File: src/rtl/hts_pkg.sv
// Shared types, codes and pattern tables of the haptic and tone sequencer.
package hts_pkg;

   // Request modes
   localparam logic [2:0] MODE_EVENT       = 3'd0;
   localparam logic [2:0] MODE_TICK        = 3'd1;
   localparam logic [2:0] MODE_PULSE       = 3'd2;
   localparam logic [2:0] MODE_TONE        = 3'd3;
   localparam logic [2:0] MODE_STOP_MOTOR  = 3'd4;
   localparam logic [2:0] MODE_STOP_BUZZER = 3'd5;
   localparam logic [2:0] MODE_STOP_ALL    = 3'd6;

   // Command codes on both result channels
   localparam logic [1:0] CMD_NONE = 2'd0;
   localparam logic [1:0] CMD_STOP = 2'd1;
   localparam logic [1:0] CMD_RUN  = 2'd2;

   // Register indexes
   localparam logic CSR_MOTOR_ENABLE  = 1'b0;
   localparam logic CSR_BUZZER_ENABLE = 1'b1;

   // Pattern ids that mark a direct pulse or tone
   localparam logic [2:0] MOT_DIRECT = 3'd7;
   localparam logic [3:0] BZ_DIRECT  = 4'd15;

   typedef struct packed {
      logic start;
      logic direct;
      logic stop;
      logic tick;
   } player_ctl_type;

   typedef struct packed {
      logic [1:0] cmd;
      logic [7:0] speed;
   } motor_res_type;

   typedef struct packed {
      logic [1:0]  cmd;
      logic [15:0] freq;
      logic [15:0] length;
      logic [7:0]  volume;
   } buzzer_res_type;

   typedef struct packed {
      logic [7:0] speed;
      logic [7:0] dur;
   } mot_seg_type;

   typedef struct packed {
      logic [15:0] freq;
      logic [7:0]  dur;
      logic [7:0]  vol;
   } bz_note_type;

   typedef struct packed {
      logic       valid;
      logic [2:0] id;
   } ev_motor_type;

   typedef struct packed {
      logic       valid;
      logic [3:0] id;
   } ev_buzzer_type;

   // Segment count of each motor pattern
   function automatic logic [2:0] mot_len(input logic [2:0] id);
      logic [2:0] n;
      case (id)
         3'd0:    n = 3'd2;
         3'd1:    n = 3'd1;
         3'd2:    n = 3'd4;
         3'd3:    n = 3'd6;
         3'd4:    n = 3'd3;
         3'd5:    n = 3'd6;
         3'd6:    n = 3'd5;
         default: n = 3'd1;
      endcase
      return n;
   endfunction

   // Motor segments: speed and duration in ms
   function automatic mot_seg_type mot_seg(input logic [2:0] id, input logic [2:0] stp);
      mot_seg_type s;
      case ({id, stp})
         {3'd0, 3'd0}: s = '{8'd192, 8'd30};
         {3'd0, 3'd1}: s = '{8'd96,  8'd20};
         {3'd1, 3'd0}: s = '{8'd200, 8'd80};
         {3'd2, 3'd0}: s = '{8'd255, 8'd40};
         {3'd2, 3'd1}: s = '{8'd0,   8'd80};
         {3'd2, 3'd2}: s = '{8'd255, 8'd40};
         {3'd2, 3'd3}: s = '{8'd0,   8'd60};
         {3'd3, 3'd0}: s = '{8'd192, 8'd50};
         {3'd3, 3'd1}: s = '{8'd0,   8'd60};
         {3'd3, 3'd2}: s = '{8'd192, 8'd50};
         {3'd3, 3'd3}: s = '{8'd0,   8'd60};
         {3'd3, 3'd4}: s = '{8'd192, 8'd50};
         {3'd3, 3'd5}: s = '{8'd0,   8'd50};
         {3'd4, 3'd0}: s = '{8'd128, 8'd50};
         {3'd4, 3'd1}: s = '{8'd255, 8'd80};
         {3'd4, 3'd2}: s = '{8'd96,  8'd40};
         {3'd5, 3'd0}: s = '{8'd255, 8'd30};
         {3'd5, 3'd1}: s = '{8'd0,   8'd40};
         {3'd5, 3'd2}: s = '{8'd255, 8'd30};
         {3'd5, 3'd3}: s = '{8'd0,   8'd40};
         {3'd5, 3'd4}: s = '{8'd255, 8'd30};
         {3'd5, 3'd5}: s = '{8'd0,   8'd50};
         {3'd6, 3'd0}: s = '{8'd80,  8'd100};
         {3'd6, 3'd1}: s = '{8'd160, 8'd100};
         {3'd6, 3'd2}: s = '{8'd255, 8'd150};
         {3'd6, 3'd3}: s = '{8'd160, 8'd100};
         {3'd6, 3'd4}: s = '{8'd80,  8'd100};
         default:      s = '0;
      endcase
      return s;
   endfunction

   // Note count of each buzzer sequence
   function automatic logic [1:0] bz_len(input logic [3:0] id);
      logic [1:0] n;
      case (id) inside
         4'd2, 4'd4, 4'd6, 4'd12, 4'd13: n = 2'd2;
         4'd3, 4'd5, 4'd7, 4'd14:        n = 2'd3;
         default:                        n = 2'd1;
      endcase
      return n;
   endfunction

   // Buzzer notes: frequency, duration, volume
   function automatic bz_note_type bz_note(input logic [3:0] id, input logic [1:0] stp);
      bz_note_type s;
      case ({id, stp})
         {4'd0,  2'd0}: s = '{16'd1200, 8'd40,  8'd60};
         {4'd1,  2'd0}: s = '{16'd800,  8'd100, 8'd80};
         {4'd2,  2'd0}: s = '{16'd400,  8'd40,  8'd80};
         {4'd2,  2'd1}: s = '{16'd400,  8'd40,  8'd80};
         {4'd3,  2'd0}: s = '{16'd1200, 8'd50,  8'd70};
         {4'd3,  2'd1}: s = '{16'd1400, 8'd50,  8'd70};
         {4'd3,  2'd2}: s = '{16'd1600, 8'd80,  8'd80};
         {4'd4,  2'd0}: s = '{16'd1200, 8'd80,  8'd80};
         {4'd4,  2'd1}: s = '{16'd1500, 8'd120, 8'd90};
         {4'd5,  2'd0}: s = '{16'd300,  8'd30,  8'd80};
         {4'd5,  2'd1}: s = '{16'd300,  8'd30,  8'd80};
         {4'd5,  2'd2}: s = '{16'd300,  8'd30,  8'd80};
         {4'd6,  2'd0}: s = '{16'd1000, 8'd40,  8'd80};
         {4'd6,  2'd1}: s = '{16'd1000, 8'd40,  8'd80};
         {4'd7,  2'd0}: s = '{16'd600,  8'd100, 8'd70};
         {4'd7,  2'd1}: s = '{16'd400,  8'd100, 8'd70};
         {4'd7,  2'd2}: s = '{16'd200,  8'd200, 8'd70};
         {4'd8,  2'd0}: s = '{16'd1200, 8'd15,  8'd50};
         {4'd9,  2'd0}: s = '{16'd1000, 8'd40,  8'd60};
         {4'd10, 2'd0}: s = '{16'd600,  8'd60,  8'd60};
         {4'd11, 2'd0}: s = '{16'd1000, 8'd100, 8'd80};
         {4'd12, 2'd0}: s = '{16'd1000, 8'd80,  8'd70};
         {4'd12, 2'd1}: s = '{16'd1500, 8'd120, 8'd80};
         {4'd13, 2'd0}: s = '{16'd1200, 8'd100, 8'd70};
         {4'd13, 2'd1}: s = '{16'd800,  8'd150, 8'd60};
         {4'd14, 2'd0}: s = '{16'd800,  8'd100, 8'd70};
         {4'd14, 2'd1}: s = '{16'd800,  8'd100, 8'd70};
         {4'd14, 2'd2}: s = '{16'd1200, 8'd150, 8'd80};
         default:       s = '0;
      endcase
      return s;
   endfunction

   // Event to motor pattern
   function automatic ev_motor_type ev_motor(input logic [4:0] ev);
      ev_motor_type m;
      case (ev) inside
         5'd0, 5'd1, 5'd2, 5'd3, 5'd4, 5'd5: m = '{1'b1, ev[2:0]};
         5'd11:                              m = '{1'b1, 3'd6};
         default:                            m = '{1'b0, 3'd0};
      endcase
      return m;
   endfunction

   // Event to buzzer sequence
   function automatic ev_buzzer_type ev_buzzer(input logic [4:0] ev);
      ev_buzzer_type b;
      case (ev) inside
         5'd0, 5'd1, 5'd2, 5'd3, 5'd4, 5'd5, 5'd6, 5'd7, 5'd8, 5'd9, 5'd10:
                  b = '{1'b1, ev[3:0]};
         5'd13:   b = '{1'b1, 4'd11};
         5'd14:   b = '{1'b1, 4'd12};
         5'd15:   b = '{1'b1, 4'd13};
         5'd16:   b = '{1'b1, 4'd8};
         5'd17:   b = '{1'b1, 4'd14};
         default: b = '{1'b0, 4'd0};
      endcase
      return b;
   endfunction

endpackage

File: src/rtl/hts_motor_player.sv
// Motor pattern player: enable, playback state and segment stepping.
module hts_motor_player #(
   parameter int TIME_WIDTH = 32,
   parameter int MAX_STEPS  = 6
) (
   input  logic                    clock,
   input  logic                    reset,
   input  hts_pkg::player_ctl_type ctl,
   input  logic [2:0]              event_id,
   input  logic [7:0]              pulse_speed,
   input  logic [15:0]             pulse_duration,
   input  logic [TIME_WIDTH-1:0]   time_next,
   input  logic                    csr_wr,
   input  logic                    csr_data,
   output hts_pkg::motor_res_type  result,
   output logic                    busy
);
   import hts_pkg::*;

   localparam logic [4:0] MaxSteps = 5'(MAX_STEPS);

   logic                  enable_ff, enable_in;
   logic                  playing_ff, playing_in;
   logic [2:0]            id_ff, id_in;
   logic [2:0]            step_ff, step_in;
   logic [TIME_WIDTH-1:0] deadline_ff, deadline_in;

   logic [2:0]  step_nx;
   logic        last_seg;
   logic        emit;
   logic [7:0]  emit_speed;
   logic [15:0] emit_dur;
   mot_seg_type first_seg, next_seg;

   assign step_nx   = step_ff + 3'd1;
   assign first_seg = mot_seg(event_id, 3'd0);
   assign next_seg  = mot_seg(id_ff, step_nx);
   assign last_seg  = ({2'b00, step_nx} >= {2'b00, mot_len(id_ff)}) ||
                      ({2'b00, step_nx} >= MaxSteps) || (id_ff == MOT_DIRECT);

   // Start, stop or advance the pattern
   always_comb begin
      enable_in   = enable_ff;
      playing_in  = playing_ff;
      id_in       = id_ff;
      step_in     = step_ff;
      deadline_in = deadline_ff;
      result      = '{CMD_NONE, 8'd0};
      emit        = 1'b0;
      emit_speed  = 8'd0;
      emit_dur    = 16'd0;
      if (ctl.start) begin
         if (enable_ff && !playing_ff) begin
            playing_in = 1'b1;
            id_in      = ctl.direct ? MOT_DIRECT : event_id;
            step_in    = 3'd0;
            emit       = 1'b1;
            emit_speed = ctl.direct ? pulse_speed : first_seg.speed;
            emit_dur   = ctl.direct ? pulse_duration : {8'd0, first_seg.dur};
         end
      end else if (ctl.stop) begin
         playing_in = 1'b0;
         result.cmd = CMD_STOP;
      end else if (ctl.tick && playing_ff && !(time_next < deadline_ff)) begin
         step_in = step_nx;
         if (last_seg) begin
            playing_in = 1'b0;
            result.cmd = CMD_STOP;
         end else begin
            emit       = 1'b1;
            emit_speed = next_seg.speed;
            emit_dur   = {8'd0, next_seg.dur};
         end
      end
      if (emit) begin
         result.cmd   = (emit_speed != 8'd0) ? CMD_RUN : CMD_STOP;
         result.speed = emit_speed;
         deadline_in  = time_next + TIME_WIDTH'(emit_dur);
      end
      // Disabling ends playback without a command
      if (csr_wr) begin
         enable_in = csr_data;
         if (!csr_data) begin
            playing_in = 1'b0;
         end
      end
   end

   assign busy = playing_in;

   always_ff @(posedge clock) begin
      if (reset) begin
         enable_ff   <= 1'b1;
         playing_ff  <= 1'b0;
         id_ff       <= 3'd0;
         step_ff     <= 3'd0;
         deadline_ff <= '0;
      end else begin
         enable_ff   <= enable_in;
         playing_ff  <= playing_in;
         id_ff       <= id_in;
         step_ff     <= step_in;
         deadline_ff <= deadline_in;
      end
   end

endmodule

File: config.mk
export PLATFORM = sky130hd
export DESIGN_NAME = hts_motor_player
export DESIGN_NICKNAME = d
export VERILOG_FILES = /design/src/rtl/hts_pkg.sv /design/src/rtl/hts_motor_player.sv
export SDC_FILE = /design/constraint.sdc
export NUM_CORES = 1
export LEC_CHECK = 0
export BUFFER_PORTS_ARGS = -buffer_cell sky130_fd_sc_hd__buf_2
export CORE_MARGIN = 5
export CORE_UTILIZATION = 45
export CTS_BUF_LIST = sky130_fd_sc_hd__clkbuf_4 sky130_fd_sc_hd__clkbuf_8
export DETAILED_ROUTE_END_ITERATION = 7
export HOLD_SLACK_MARGIN = 0.05
export PLACE_DENSITY = 0.66
export SLEW_MARGIN = 10
export SYNTH_ARGS = -nofsm -noshare
export SYNTH_HDL_FRONTEND = slang
export SYNTH_SLANG_ARGS = --single-unit
File: constraint.sdc
create_clock -name clock -period 8.1 [get_ports clock]
set_clock_uncertainty 0.2 [all_clocks]
set_input_delay 0 -clock clock [delete_from_list [all_inputs] [get_ports clock]]
set_output_delay 0 -clock clock [all_outputs]
set_load 0.02 [all_outputs]
==> impl_results.md <==
- Root cell of the clock tree: sky130_fd_sc_hd__clkbuf_8
- Number of enable flip-flop cells after synthesis: 0
- WHS Path Cells: 2
- Required time worst endpoint: 8.14 ns
- Starting density of the core: between 40% and 50%
- RSZ-0062 raised after global routing: false
- Count of routing violations after the opening detailed-route iteration: ~270
- Power density over the cells: between 100 and 150 nW/µm²
- Area grow syn2layout: 20.3%
- Worst min-delay path startpoint: reset
- Worst hold-check path type: in -> reg
- Total clock sinks: 40
- Source-to-sink clock delay at the later pin of the worst-skew pair: about 0.30 ns
- Critical Path Max Stage Delay: 0.69 ns
- Port Buffers: between 70 and 80
- Layout cells sized above 1: ~14%
- Horizontal extent of the die: between 100 and 150 µm
- Sequential fraction of the synthesis area: 17.8%
- Number of endpoints failing setup at the final stage: 0
- WP buf/inv: 4
- CP dominant cell by count: sky130_fd_sc_hd__ha_1
- Worst r2r src: step_ff[0]
- GRT overflow: 0
- Worst voltage drop across the vdd grid: 0.0743 mV
- Clock edge transition at the registers on the reported setup and hold paths: 0.08 ns
- Total number of yosys warnings: 0
- Number of instances in the synthesized netlist: approximately 630
- Cell with the largest stage delay on the worst path: sky130_fd_sc_hd__or4_4
- Most common flop cell mapped by yosys: sky130_fd_sc_hd__dfxtp_1
- Via count of the first global-routing pass: 4610
- Element type at the critical path start: flop
- Kind of cell adding the most delay to the critical path: compound AO/OA/AOI/OAI gates
- Leading cell type in the layout, fill and taps excluded: sky130_fd_sc_hd__buf_2
- Global routing usage summed across all routing layers: 21.8%
- HPWL after detailed placement: approximately 9600 µm
- Global-route wire length before repair: ~22000 µm
- Largest net degree at the start of global routing: 40
- Die area: roughly 12000 µm²
- Worst-path cell chain: ha_1 -> inv_1 -> ha_1 -> inv_1 -> ha_1 -> a31oi_1 -> o21ai_0 -> a21oi_1 -> nand2b_1 -> or4_4 -> o22ai_1 -> ha_1 -> a21o_1 -> a21oi_1 -> a21oi_1 -> o21ai_0 -> and2_1 -> nand4b_1 -> nand3_1 -> dlygate4sd3_1 -> a311oi_1 -> dlygate4sd3_1
- Synthesized netlist net count: about 750
- Result of the run: finished, final reports clean
- Vias per cell: 5.76
- Maximum buffer depth of the clock tree: 2
- Number of antenna violations at the first check in global routing: 0
- Total of flip-flops plus latches after synthesis: 40
- Post-layout total power: between 0.6 and 0.7 mW
- Antenna violation net count after detailed routing: 0
- Routability congestion estimate from global placement: approximately 0.94
- Maxcap violations: 0
- # Post-CTS Setup Buffers: 0
- Per-instance average area after synthesis: between 7 and 8 µm²
- Count of pins over their slew limit: 0
- Cell depth of the worst flop-to-flop path: 22
- Die Span Y: 110 µm
- Post-cts repair resize count: 0
- Commonest non-fill, non-tap cells in the layout: sky130_fd_sc_hd__buf_2 (77), sky130_fd_sc_hd__a21oi_1 (63), sky130_fd_sc_hd__ha_1 (57)
- N_diodes: 0
- Io pins: 78
- Tcrit/Tclk final: 82.3%
- Fin crit period: around 6.7 ns
- Async SR Flop Fraction: 0%
- Worst Path Arrival: ~6.7 ns
- # hold bufs at CTS: 39
- Start point of the critical path: step_ff[0]
- Fin. Hold Viols: 0
- Final design utilization: 55.3%
- Fmax achieved: between 0.1 and 0.15 GHz
- Actual slew at the worst max-slew pin: between 0.8 and 0.9 ns
- Inserted Clock Buffers: 5
- Area of all placed cells without fillers: 5410 µm²
- Netlist area before placement: approximately 4500 µm²
- First-pass iteration count of the detailed router: 5
- Tightest slew margin relative to the limit: approximately 44%
- TritonCTS clock tree: yes
- Aggregate routed wire length: approximately 13000 µm
- Nature of the critical path endpoint: flop
- # H-tree levels: 2
- Maximum net fanout on the critical path: 30
- Start-to-end type of the worst setup path: reg -> reg
- Placed cell area: between 4000 and 5000 µm²
- Number of gates on the worst path with buffers counted: 22
- Average wire per cell in the routed design: ~16 µm
- Distinct cells, synth: 63
- Placeable Area: approximately 9800 µm²
- Worst setup slack for register-to-register paths: 1.43 ns
- Site Rows: 36
- Total vias in the final route: between 4000 and 5000
- Leakage power: around 2.3 nW
- Final nets: approximately 840
- DRC violations left: 0
- Final sum of negative setup slack: 0 ns
[report_power, final]
group	internal [mW]	leakage, nW	switching [mW]
Combinational	0.111	1.93	0.144
Clock	0.0950	0.0586	0.0770
Sequential	0.214	0.330	0.0158
[flip-flops by register name, summed over array words and instances, names as in the netlist]
signal,count
deadline_ff,32
id_ff,3
step_ff,3
enable_ff,1
playing_ff,1
[per-stage QoR]
| step | std cells | hold WS (ns) | setup WS, ns |
|---|---|---|---|
| after CTS | 852 | 0.0536 | 1.48 |
| after detailed placement | 805 | 0.0375 | 2.18 |
| final | 852 | 0.0449 | 1.43 |
| after floorplan | 628 | -0.0716 | 3.03 |
| after global routing | 852 | 0.0650 | 1.01 |
| after global placement | 805 | 0.0346 | 2.44 |
[worst paths after layout]
kind / to
max: deadline_ff[25]
min: step_ff[0]
max reg2reg: deadline_ff[25]
min reg2reg: deadline_ff[6]
[cell usage after synthesis, types with 2 or more instances]
master	n	area share, %
sky130_fd_sc_hd__ha_1	57	16
sky130_fd_sc_hd__a311oi_1	4	0.78
sky130_fd_sc_hd__or3_1	4	0.56
sky130_fd_sc_hd__dfxtp_1	40	18
sky130_fd_sc_hd__a31o_2	2	0.39
sky130_fd_sc_hd__nand3_1	29	3.2
sky130_fd_sc_hd__mux2_2	2	0.50
sky130_fd_sc_hd__xnor2_1	17	3.3
sky130_fd_sc_hd__nand3b_1	2	0.33
sky130_fd_sc_hd__nor2b_1	5	0.70
sky130_fd_sc_hd__nor2_1	47	3.9
sky130_fd_sc_hd__o31ai_1	9	1.5
sky130_fd_sc_hd__o311a_1	3	0.67
sky130_fd_sc_hd__o21ai_1	3	0.33
sky130_fd_sc_hd__o22ai_1	12	1.7
sky130_fd_sc_hd__o21ai_0	52	5.8
sky130_fd_sc_hd__mux2i_1	5	1.1
sky130_fd_sc_hd__o211ai_1	9	1.5
sky130_fd_sc_hd__or2_2	4	0.56
sky130_fd_sc_hd__buf_6	3	0.75
sky130_fd_sc_hd__inv_1	45	3.8
sky130_fd_sc_hd__nand4_1	11	1.5
sky130_fd_sc_hd__and2_1	5	0.70
sky130_fd_sc_hd__a31oi_1	7	0.97
sky130_fd_sc_hd__xor2_1	8	1.6
sky130_fd_sc_hd__nand2_1	49	4.1
sky130_fd_sc_hd__o21a_1	2	0.33
sky130_fd_sc_hd__and3_1	15	2.1
sky130_fd_sc_hd__a21oi_1	63	7.0
sky130_fd_sc_hd__clkbuf_1	26	2.2
sky130_fd_sc_hd__a21o_1	15	2.5
sky130_fd_sc_hd__nand2b_1	8	1.1
sky130_fd_sc_hd__nor3_1	18	2.0
sky130_fd_sc_hd__buf_2	2	0.22
sky130_fd_sc_hd__buf_1	3	0.25
sky130_fd_sc_hd__a211oi_1	15	2.5
[final cells by class]
type / instances / area [µm²]
Multi-Input combinational cell: 507 / 3360
Inverter: 46 / 173
Tap cell: 133 / 166
Sequential cell: 40 / 801
Clock inverter: 2 / 35.0
Timing Repair Buffer: 118 / 791
Fill cell: 976 / 4370
Clock buffer: 6 / 76.3
[metal layers]
metal  part of all wire, %  global-route usage, %  vias up
li1                      -                      -     2466
met1                    45                   28.6     2279
met2                    48                   38.5      147
met3                   6.0                   2.23       14
met4                  0.93                   4.72        0
met5                     0                      0        -
[cell families after synthesis]
kind of cell / count (synthesis) / synth area share [%]
mux: 7 / 1.61
fa+ha+maj: 58 / 16.3
simple gates: 205 / 22.6
buf+inv: 81 / 7.41
compound gates: 212 / 29.4
flops: 40 / 17.8
xor+xnor: 25 / 4.87
No activity file was read; power rests on OpenSTA's default activity.
