[config.mk]
export PLATFORM = sky130hd
export DESIGN_NAME = hts_buzzer_player
export DESIGN_NICKNAME = d
export VERILOG_FILES = /design/src/rtl/hts_pkg.sv /design/src/rtl/hts_buzzer_player.sv
export SDC_FILE = /design/constraint.sdc
export NUM_CORES = 1
export LEC_CHECK = 0
export ABC_AREA = 0
export CAP_MARGIN = 20
export CORE_MARGIN = 3
export CORE_UTILIZATION = 45
export DETAILED_ROUTE_END_ITERATION = 12
export DONT_BUFFER_PORTS = 1
export GPL_ROUTABILITY_DRIVEN = 0
export GPL_TIMING_DRIVEN = 0
export PLACE_DENSITY = 0.61
export SLEW_MARGIN = 20
export SYNTH_ARGS = -nofsm -noshare
export SYNTH_HDL_FRONTEND = slang
export SYNTH_SLANG_ARGS = --single-unit
[constraint.sdc]
create_clock -name clock -period 12.27 [get_ports clock]
set_input_delay 2.454 -clock clock [delete_from_list [all_inputs] [get_ports clock]]
set_output_delay 2.454 -clock clock [all_outputs]
set_load 0.02 [all_outputs]
[src/rtl/hts_pkg.sv]
// Shared types, codes and pattern tables of the haptic and tone sequencer.
package hts_pkg;

   // Request modes
   localparam logic [2:0] MODE_EVENT       = 3'd0;
   localparam logic [2:0] MODE_TICK        = 3'd1;
   localparam logic [2:0] MODE_PULSE       = 3'd2;
   localparam logic [2:0] MODE_TONE        = 3'd3;
   localparam logic [2:0] MODE_STOP_MOTOR  = 3'd4;
   localparam logic [2:0] MODE_STOP_BUZZER = 3'd5;
   localparam logic [2:0] MODE_STOP_ALL    = 3'd6;

   // Command codes on both result channels
   localparam logic [1:0] CMD_NONE = 2'd0;
   localparam logic [1:0] CMD_STOP = 2'd1;
   localparam logic [1:0] CMD_RUN  = 2'd2;

   // Register indexes
   localparam logic CSR_MOTOR_ENABLE  = 1'b0;
   localparam logic CSR_BUZZER_ENABLE = 1'b1;

   // Pattern ids that mark a direct pulse or tone
   localparam logic [2:0] MOT_DIRECT = 3'd7;
   localparam logic [3:0] BZ_DIRECT  = 4'd15;

   typedef struct packed {
      logic start;
      logic direct;
      logic stop;
      logic tick;
   } player_ctl_type;

   typedef struct packed {
      logic [1:0] cmd;
      logic [7:0] speed;
   } motor_res_type;

   typedef struct packed {
      logic [1:0]  cmd;
      logic [15:0] freq;
      logic [15:0] length;
      logic [7:0]  volume;
   } buzzer_res_type;

   typedef struct packed {
      logic [7:0] speed;
      logic [7:0] dur;
   } mot_seg_type;

   typedef struct packed {
      logic [15:0] freq;
      logic [7:0]  dur;
      logic [7:0]  vol;
   } bz_note_type;

   typedef struct packed {
      logic       valid;
      logic [2:0] id;
   } ev_motor_type;

   typedef struct packed {
      logic       valid;
      logic [3:0] id;
   } ev_buzzer_type;

   // Segment count of each motor pattern
   function automatic logic [2:0] mot_len(input logic [2:0] id);
      logic [2:0] n;
      case (id)
         3'd0:    n = 3'd2;
         3'd1:    n = 3'd1;
         3'd2:    n = 3'd4;
         3'd3:    n = 3'd6;
         3'd4:    n = 3'd3;
         3'd5:    n = 3'd6;
         3'd6:    n = 3'd5;
         default: n = 3'd1;
      endcase
      return n;
   endfunction

   // Motor segments: speed and duration in ms
   function automatic mot_seg_type mot_seg(input logic [2:0] id, input logic [2:0] stp);
      mot_seg_type s;
      case ({id, stp})
         {3'd0, 3'd0}: s = '{8'd192, 8'd30};
         {3'd0, 3'd1}: s = '{8'd96,  8'd20};
         {3'd1, 3'd0}: s = '{8'd200, 8'd80};
         {3'd2, 3'd0}: s = '{8'd255, 8'd40};
         {3'd2, 3'd1}: s = '{8'd0,   8'd80};
         {3'd2, 3'd2}: s = '{8'd255, 8'd40};
         {3'd2, 3'd3}: s = '{8'd0,   8'd60};
         {3'd3, 3'd0}: s = '{8'd192, 8'd50};
         {3'd3, 3'd1}: s = '{8'd0,   8'd60};
         {3'd3, 3'd2}: s = '{8'd192, 8'd50};
         {3'd3, 3'd3}: s = '{8'd0,   8'd60};
         {3'd3, 3'd4}: s = '{8'd192, 8'd50};
         {3'd3, 3'd5}: s = '{8'd0,   8'd50};
         {3'd4, 3'd0}: s = '{8'd128, 8'd50};
         {3'd4, 3'd1}: s = '{8'd255, 8'd80};
         {3'd4, 3'd2}: s = '{8'd96,  8'd40};
         {3'd5, 3'd0}: s = '{8'd255, 8'd30};
         {3'd5, 3'd1}: s = '{8'd0,   8'd40};
         {3'd5, 3'd2}: s = '{8'd255, 8'd30};
         {3'd5, 3'd3}: s = '{8'd0,   8'd40};
         {3'd5, 3'd4}: s = '{8'd255, 8'd30};
         {3'd5, 3'd5}: s = '{8'd0,   8'd50};
         {3'd6, 3'd0}: s = '{8'd80,  8'd100};
         {3'd6, 3'd1}: s = '{8'd160, 8'd100};
         {3'd6, 3'd2}: s = '{8'd255, 8'd150};
         {3'd6, 3'd3}: s = '{8'd160, 8'd100};
         {3'd6, 3'd4}: s = '{8'd80,  8'd100};
         default:      s = '0;
      endcase
      return s;
   endfunction

   // Note count of each buzzer sequence
   function automatic logic [1:0] bz_len(input logic [3:0] id);
      logic [1:0] n;
      case (id) inside
         4'd2, 4'd4, 4'd6, 4'd12, 4'd13: n = 2'd2;
         4'd3, 4'd5, 4'd7, 4'd14:        n = 2'd3;
         default:                        n = 2'd1;
      endcase
      return n;
   endfunction

   // Buzzer notes: frequency, duration, volume
   function automatic bz_note_type bz_note(input logic [3:0] id, input logic [1:0] stp);
      bz_note_type s;
      case ({id, stp})
         {4'd0,  2'd0}: s = '{16'd1200, 8'd40,  8'd60};
         {4'd1,  2'd0}: s = '{16'd800,  8'd100, 8'd80};
         {4'd2,  2'd0}: s = '{16'd400,  8'd40,  8'd80};
         {4'd2,  2'd1}: s = '{16'd400,  8'd40,  8'd80};
         {4'd3,  2'd0}: s = '{16'd1200, 8'd50,  8'd70};
         {4'd3,  2'd1}: s = '{16'd1400, 8'd50,  8'd70};
         {4'd3,  2'd2}: s = '{16'd1600, 8'd80,  8'd80};
         {4'd4,  2'd0}: s = '{16'd1200, 8'd80,  8'd80};
         {4'd4,  2'd1}: s = '{16'd1500, 8'd120, 8'd90};
         {4'd5,  2'd0}: s = '{16'd300,  8'd30,  8'd80};
         {4'd5,  2'd1}: s = '{16'd300,  8'd30,  8'd80};
         {4'd5,  2'd2}: s = '{16'd300,  8'd30,  8'd80};
         {4'd6,  2'd0}: s = '{16'd1000, 8'd40,  8'd80};
         {4'd6,  2'd1}: s = '{16'd1000, 8'd40,  8'd80};
         {4'd7,  2'd0}: s = '{16'd600,  8'd100, 8'd70};
         {4'd7,  2'd1}: s = '{16'd400,  8'd100, 8'd70};
         {4'd7,  2'd2}: s = '{16'd200,  8'd200, 8'd70};
         {4'd8,  2'd0}: s = '{16'd1200, 8'd15,  8'd50};
         {4'd9,  2'd0}: s = '{16'd1000, 8'd40,  8'd60};
         {4'd10, 2'd0}: s = '{16'd600,  8'd60,  8'd60};
         {4'd11, 2'd0}: s = '{16'd1000, 8'd100, 8'd80};
         {4'd12, 2'd0}: s = '{16'd1000, 8'd80,  8'd70};
         {4'd12, 2'd1}: s = '{16'd1500, 8'd120, 8'd80};
         {4'd13, 2'd0}: s = '{16'd1200, 8'd100, 8'd70};
         {4'd13, 2'd1}: s = '{16'd800,  8'd150, 8'd60};
         {4'd14, 2'd0}: s = '{16'd800,  8'd100, 8'd70};
         {4'd14, 2'd1}: s = '{16'd800,  8'd100, 8'd70};
         {4'd14, 2'd2}: s = '{16'd1200, 8'd150, 8'd80};
         default:       s = '0;
      endcase
      return s;
   endfunction

   // Event to motor pattern
   function automatic ev_motor_type ev_motor(input logic [4:0] ev);
      ev_motor_type m;
      case (ev) inside
         5'd0, 5'd1, 5'd2, 5'd3, 5'd4, 5'd5: m = '{1'b1, ev[2:0]};
         5'd11:                              m = '{1'b1, 3'd6};
         default:                            m = '{1'b0, 3'd0};
      endcase
      return m;
   endfunction

   // Event to buzzer sequence
   function automatic ev_buzzer_type ev_buzzer(input logic [4:0] ev);
      ev_buzzer_type b;
      case (ev) inside
         5'd0, 5'd1, 5'd2, 5'd3, 5'd4, 5'd5, 5'd6, 5'd7, 5'd8, 5'd9, 5'd10:
                  b = '{1'b1, ev[3:0]};
         5'd13:   b = '{1'b1, 4'd11};
         5'd14:   b = '{1'b1, 4'd12};
         5'd15:   b = '{1'b1, 4'd13};
         5'd16:   b = '{1'b1, 4'd8};
         5'd17:   b = '{1'b1, 4'd14};
         default: b = '{1'b0, 4'd0};
      endcase
      return b;
   endfunction

endpackage

[src/rtl/hts_buzzer_player.sv]
// Buzzer sequence player: enable, playback state and note stepping.
module hts_buzzer_player #(
   parameter int TIME_WIDTH = 32,
   parameter int MAX_STEPS  = 6
) (
   input  logic                    clock,
   input  logic                    reset,
   input  hts_pkg::player_ctl_type ctl,
   input  logic [3:0]              event_id,
   input  logic [15:0]             tone_freq,
   input  logic [15:0]             tone_duration,
   input  logic [7:0]              tone_volume,
   input  logic [TIME_WIDTH-1:0]   time_next,
   input  logic                    csr_wr,
   input  logic                    csr_data,
   output hts_pkg::buzzer_res_type result,
   output logic                    busy
);
   import hts_pkg::*;

   localparam logic [4:0] MaxSteps = 5'(MAX_STEPS);

   logic                  enable_ff, enable_in;
   logic                  playing_ff, playing_in;
   logic [3:0]            id_ff, id_in;
   logic [1:0]            step_ff, step_in;
   logic [TIME_WIDTH-1:0] deadline_ff, deadline_in;

   logic [1:0]  step_nx;
   logic        last_note;
   logic        emit;
   logic [15:0] emit_freq;
   logic [15:0] emit_dur;
   logic [7:0]  emit_vol;
   bz_note_type first_note, next_note;

   assign step_nx    = step_ff + 2'd1;
   assign first_note = bz_note(event_id, 2'd0);
   assign next_note  = bz_note(id_ff, step_nx);
   assign last_note  = ({3'b000, step_nx} >= {3'b000, bz_len(id_ff)}) ||
                       ({3'b000, step_nx} >= MaxSteps) || (id_ff == BZ_DIRECT);

   // Start, stop or advance the sequence
   always_comb begin
      enable_in   = enable_ff;
      playing_in  = playing_ff;
      id_in       = id_ff;
      step_in     = step_ff;
      deadline_in = deadline_ff;
      result      = '{CMD_NONE, 16'd0, 16'd0, 8'd0};
      emit        = 1'b0;
      emit_freq   = 16'd0;
      emit_dur    = 16'd0;
      emit_vol    = 8'd0;
      if (ctl.start) begin
         if (enable_ff && !playing_ff) begin
            playing_in = 1'b1;
            id_in      = ctl.direct ? BZ_DIRECT : event_id;
            step_in    = 2'd0;
            emit       = 1'b1;
            emit_freq  = ctl.direct ? tone_freq : first_note.freq;
            emit_dur   = ctl.direct ? tone_duration : {8'd0, first_note.dur};
            emit_vol   = ctl.direct ? tone_volume : first_note.vol;
         end
      end else if (ctl.stop) begin
         playing_in = 1'b0;
         result.cmd = CMD_STOP;
      end else if (ctl.tick && playing_ff && !(time_next < deadline_ff)) begin
         step_in = step_nx;
         if (last_note) begin
            playing_in = 1'b0;
            result.cmd = CMD_STOP;
         end else begin
            emit      = 1'b1;
            emit_freq = next_note.freq;
            emit_dur  = {8'd0, next_note.dur};
            emit_vol  = next_note.vol;
         end
      end
      // A rest or a silent note stops the buzzer but keeps the timing
      if (emit) begin
         if (emit_freq == 16'd0 || emit_vol == 8'd0) begin
            result.cmd = CMD_STOP;
         end else begin
            result = '{CMD_RUN, emit_freq, emit_dur, emit_vol};
         end
         deadline_in = time_next + TIME_WIDTH'(emit_dur);
      end
      // Disabling ends playback without a command
      if (csr_wr) begin
         enable_in = csr_data;
         if (!csr_data) begin
            playing_in = 1'b0;
         end
      end
   end

   assign busy = playing_in;

   always_ff @(posedge clock) begin
      if (reset) begin
         enable_ff   <= 1'b1;
         playing_ff  <= 1'b0;
         id_ff       <= 4'd0;
         step_ff     <= 2'd0;
         deadline_ff <= '0;
      end else begin
         enable_ff   <= enable_in;
         playing_ff  <= playing_in;
         id_ff       <= id_in;
         step_ff     <= step_in;
         deadline_ff <= deadline_in;
      end
   end

endmodule

==> impl_metrics.toml <==
[hold_path]
hold_path.startpoint = "deadline_ff[11]"
holdCritPathClass = "flop to flop"
hold_path_end = "deadline_ff[11]"
hold_path_depth = 2

[setup_path]
worst_setup_path_end_kind = "output port"
regToRegSetupSlack_ns = 5.34
cp.arrival_ns = 5.16
cp_data_required_time_ns = 9.82
critical_path.max_fanout = 10
timing.critical_path.from_type = "primary input"
reg2reg_depth = 21
capture_point_of_the_worst_reg_to_reg_path = "deadline_ff[23]"
critical_path.reg2reg.startpoint = "id_ff[2]"
critPathKind = "primary input to output port"

[floorplan]
io-pin-count = 127
placementRows = 41
die_area_um2 = 14500
start_util = 0.464
dieHeight_um = 120
core_region_area_um2 = 12700
floorplan.die.width_um = 120

[synth]
ys.flop_type = "sky130_fd_sc_hd__dfxtp_1"
synth-warning-count = 0
synthCells = 848
synth-edff-count = 0
synth.yosys.seq_area_share = 0.136
ffs_latches_synth = 40
synth.cell_area_um2 = 5880
asyncSetResetFlopFracSynth = 0
synth_cell_types = 74
syn-mean-instance-area_um2 = 6.93
synth_fp_nets = 993

[timing]
fin_worst_skew_ns = 0.00470
achievable-frequency_mhz = 131
grt_setup_unrepaired = "no"
setup_total_negative_slack_ns = 0
final.period_utilization = 0.621
setup_viol = 0
final-hold-violation-count = 0
layout_min_cycle_time_ns = 7.62
tightestPinTransition_ns = 0.806
timing.slew.headroom = 0.459
timing.final.max_slew_violations = 0

[finish]
n_antenna_cell = 0
synthToLayoutAreaGrowth_pct = 7.32
num-nets-final = 1000
layout.area.seq_um2 = 801
final.fill_count = 1308
final_area_um2 = 6310
drive_above_1_share = 0.0572
multiInputGateArea_um2 = 4630

[pwr]
vdd_ir_drop_max_mv = 0.0733
cell_internal_pwr_uw = 371
power.density_nw_per_um2 = 94.1
power.share.combinational = 0.427
p_leak_nw = 2.49
clkPwrFrac = 0.325
net-switching-power_uw = 223
p_seq_frac = 0.249
p_sw_frac = 0.375

[cts]
tritoncts.num_buffers = 5
clk_pin_slew_ns = 0.06
cts.root.buffer_cell = "sky130_fd_sc_hd__clkbuf_16"
tritoncts_num_sinks = 40
ctsResizeCount = 0
hold_buffers = 0
htree_num_levels = 2
tritoncts = "yes"
cts_setup_buffers = 0
cts_buffer_depth = 2
worst_skew_pair.late_latency_ns = 0.29

[drt]
final_antenna_net_count = 0
post-route-drc-count = 0
dr.pass1.iters = 5
via_count = 6526
wl_per_cell_um = 19.6
drt_wl_total_um = 20100
detail_route.iter0.violations = 678
drt-vias-per-instance = 6.35

[global_routing]
grt_pass1_wl_um = 32000
grt_antenna_before_repair = 0
grt_pass1_vias = 6404
global_route.usage.total = 0.272
pin_count_of_the_biggest_net_entering_global_routing = 14
gr-total-overflow = 0

[run_status]
outcome = "finished, final reports clean"

[placement]
dpl-instance-area_um2 = 6090
portBuffers = 0
detailed_place_hpwl_um = 16200

[flow_run]
drv_cap = 0
-- cells in the mapped netlist (6+ instances only) --
cell                       instances  share of area
sky130_fd_sc_hd__clkbuf_1         29          0.019
sky130_fd_sc_hd__a211oi_1         26          0.033
sky130_fd_sc_hd__dfxtp_1          40           0.14
sky130_fd_sc_hd__nand2b_1         26          0.028
sky130_fd_sc_hd__xor2_1           19          0.028
sky130_fd_sc_hd__o21bai_1          6         0.0077
sky130_fd_sc_hd__a21o_1            8          0.010
sky130_fd_sc_hd__nand4_1          12          0.013
sky130_fd_sc_hd__buf_2            16          0.014
sky130_fd_sc_hd__nand3_1          19          0.016
sky130_fd_sc_hd__a21oi_1          72          0.061
sky130_fd_sc_hd__and3_1           23          0.024
sky130_fd_sc_hd__inv_1            45          0.029
sky130_fd_sc_hd__xnor2_1          13          0.019
sky130_fd_sc_hd__nor2b_1          19          0.020
sky130_fd_sc_hd__ha_1             60           0.13
sky130_fd_sc_hd__nand2_1          89          0.057
sky130_fd_sc_hd__o211ai_1         11          0.014
sky130_fd_sc_hd__mux2i_1           6          0.010
sky130_fd_sc_hd__a311oi_1          6         0.0089
sky130_fd_sc_hd__o22ai_1           7         0.0074
sky130_fd_sc_hd__nor3_1           19          0.016
sky130_fd_sc_hd__nor2_1           78          0.050
sky130_fd_sc_hd__buf_1             6         0.0038
sky130_fd_sc_hd__a31oi_1           9         0.0096
sky130_fd_sc_hd__and2_1           26          0.028
sky130_fd_sc_hd__o21ai_0          46          0.039
-- layer usage --
layer	vias up	global-route usage	routed length, µm
met2	380	0.444	9050
li1	3093	-	-
met5	-	0	0
met1	2974	0.349	8170
met4	0	0.123	994
met3	79	0.0519	1910
-- final cells by class --
cell class              instances  area share
plain buffers                  58      0.0442
clock buffers                   5      0.0198
clock inverters                 3      0.0143
inverters                      46      0.0274
multi-input cells             704       0.733
flip-flops and latches         40       0.127
well taps                     172      0.0341
-- power by group through the flow --
| stage | clock network, mW | logic, mW | registers (mW) |
|---|---|---|---|
| after floorplan | 0 | 0.191 | 0.149 |
| after global placement | 0 | 0.243 | 0.150 |
| after detailed placement | 0 | 0.247 | 0.150 |
| after CTS | 0.197 | 0.248 | 0.148 |
| after global routing | 0.200 | 0.279 | 0.149 |
| final | 0.193 | 0.253 | 0.148 |
-- cells by family (layout without fill, tap and decap cells) --
group	Yosys count	in the layout	synth area share
AO/OA/AOI/OAI	260	260	0.297
flip-flops	40	40	0.136
XOR/XNOR	32	32	0.0477
buffers and inverters	104	112	0.0768
adder cells (fa/ha/maj)	61	61	0.131
multiplexers	12	12	0.0236
AND/OR/NAND/NOR	339	339	0.288
-- cell usage in the layout, fill, tap and decap left out, types with 6 or more instances in the layout --
| master | n |
|---|---|
| sky130_fd_sc_hd__a211oi_1 | 26 |
| sky130_fd_sc_hd__a21o_1 | 8 |
| sky130_fd_sc_hd__a21oi_1 | 72 |
| sky130_fd_sc_hd__a311oi_1 | 6 |
| sky130_fd_sc_hd__a31oi_1 | 9 |
| sky130_fd_sc_hd__and2_1 | 26 |
| sky130_fd_sc_hd__and3_1 | 23 |
| sky130_fd_sc_hd__buf_1 | 6 |
| sky130_fd_sc_hd__buf_2 | 16 |
| sky130_fd_sc_hd__clkbuf_1 | 29 |
| sky130_fd_sc_hd__dfxtp_1 | 40 |
| sky130_fd_sc_hd__ha_1 | 60 |
| sky130_fd_sc_hd__inv_1 | 45 |
| sky130_fd_sc_hd__mux2i_1 | 6 |
| sky130_fd_sc_hd__nand2_1 | 89 |
| sky130_fd_sc_hd__nand2b_1 | 26 |
| sky130_fd_sc_hd__nand3_1 | 19 |
| sky130_fd_sc_hd__nand4_1 | 12 |
| sky130_fd_sc_hd__nor2_1 | 78 |
| sky130_fd_sc_hd__nor2b_1 | 19 |
| sky130_fd_sc_hd__nor3_1 | 19 |
| sky130_fd_sc_hd__o211ai_1 | 11 |
| sky130_fd_sc_hd__o21ai_0 | 46 |
| sky130_fd_sc_hd__o21bai_1 | 6 |
| sky130_fd_sc_hd__o22ai_1 | 7 |
| sky130_fd_sc_hd__xnor2_1 | 13 |
| sky130_fd_sc_hd__xor2_1 | 19 |
-- flip-flops by register name (all words and copies together), names as in the netlist --
name,count
playing_ff,1
enable_ff,1
deadline_ff,32
step_ff,2
id_ff,4
-- worst max-delay path by stage --
stage | start | end
2_1_floorplan | event_id[0] | result[40]
3_3_place_gp | event_id[0] | result[40]
3_5_place_dp | event_id[0] | result[40]
4_1_cts | event_id[0] | result[40]
5_1_grt | event_id[0] | result[40]
6_report | event_id[0] | result[40]
-- critical path, cell delays in order --
cell and delay (ns):
sky130_fd_sc_hd__inv_1 0.06, sky130_fd_sc_hd__ha_1 0.32, sky130_fd_sc_hd__or3b_2 0.52, sky130_fd_sc_hd__a311o_1 0.37, sky130_fd_sc_hd__o211ai_1 0.16, sky130_fd_sc_hd__nand4_1 0.20
sky130_fd_sc_hd__a21oi_4 0.35, sky130_fd_sc_hd__nor2_8 0.08, sky130_fd_sc_hd__buf_6 0.16, sky130_fd_sc_hd__a21oi_1 0.46
-- through the flow --
step | setup WS (ns) | utilization | total power, mW | std cells | hold slack (ns)
after floorplan | 5.12 | - | 0.340 | 848 | 0.432
after global placement | 4.69 | 0.481 | 0.393 | 1020 | 0.442
after detailed placement | 4.70 | 0.481 | 0.397 | 1020 | 0.445
after CTS | 4.68 | 0.498 | 0.592 | 1028 | 0.455
after global routing | 4.47 | 0.498 | 0.628 | 1028 | 0.473
final | 4.65 | 0.498 | 0.594 | 1028 | 0.456
Note: power is estimated with default switching activity, not from simulation.
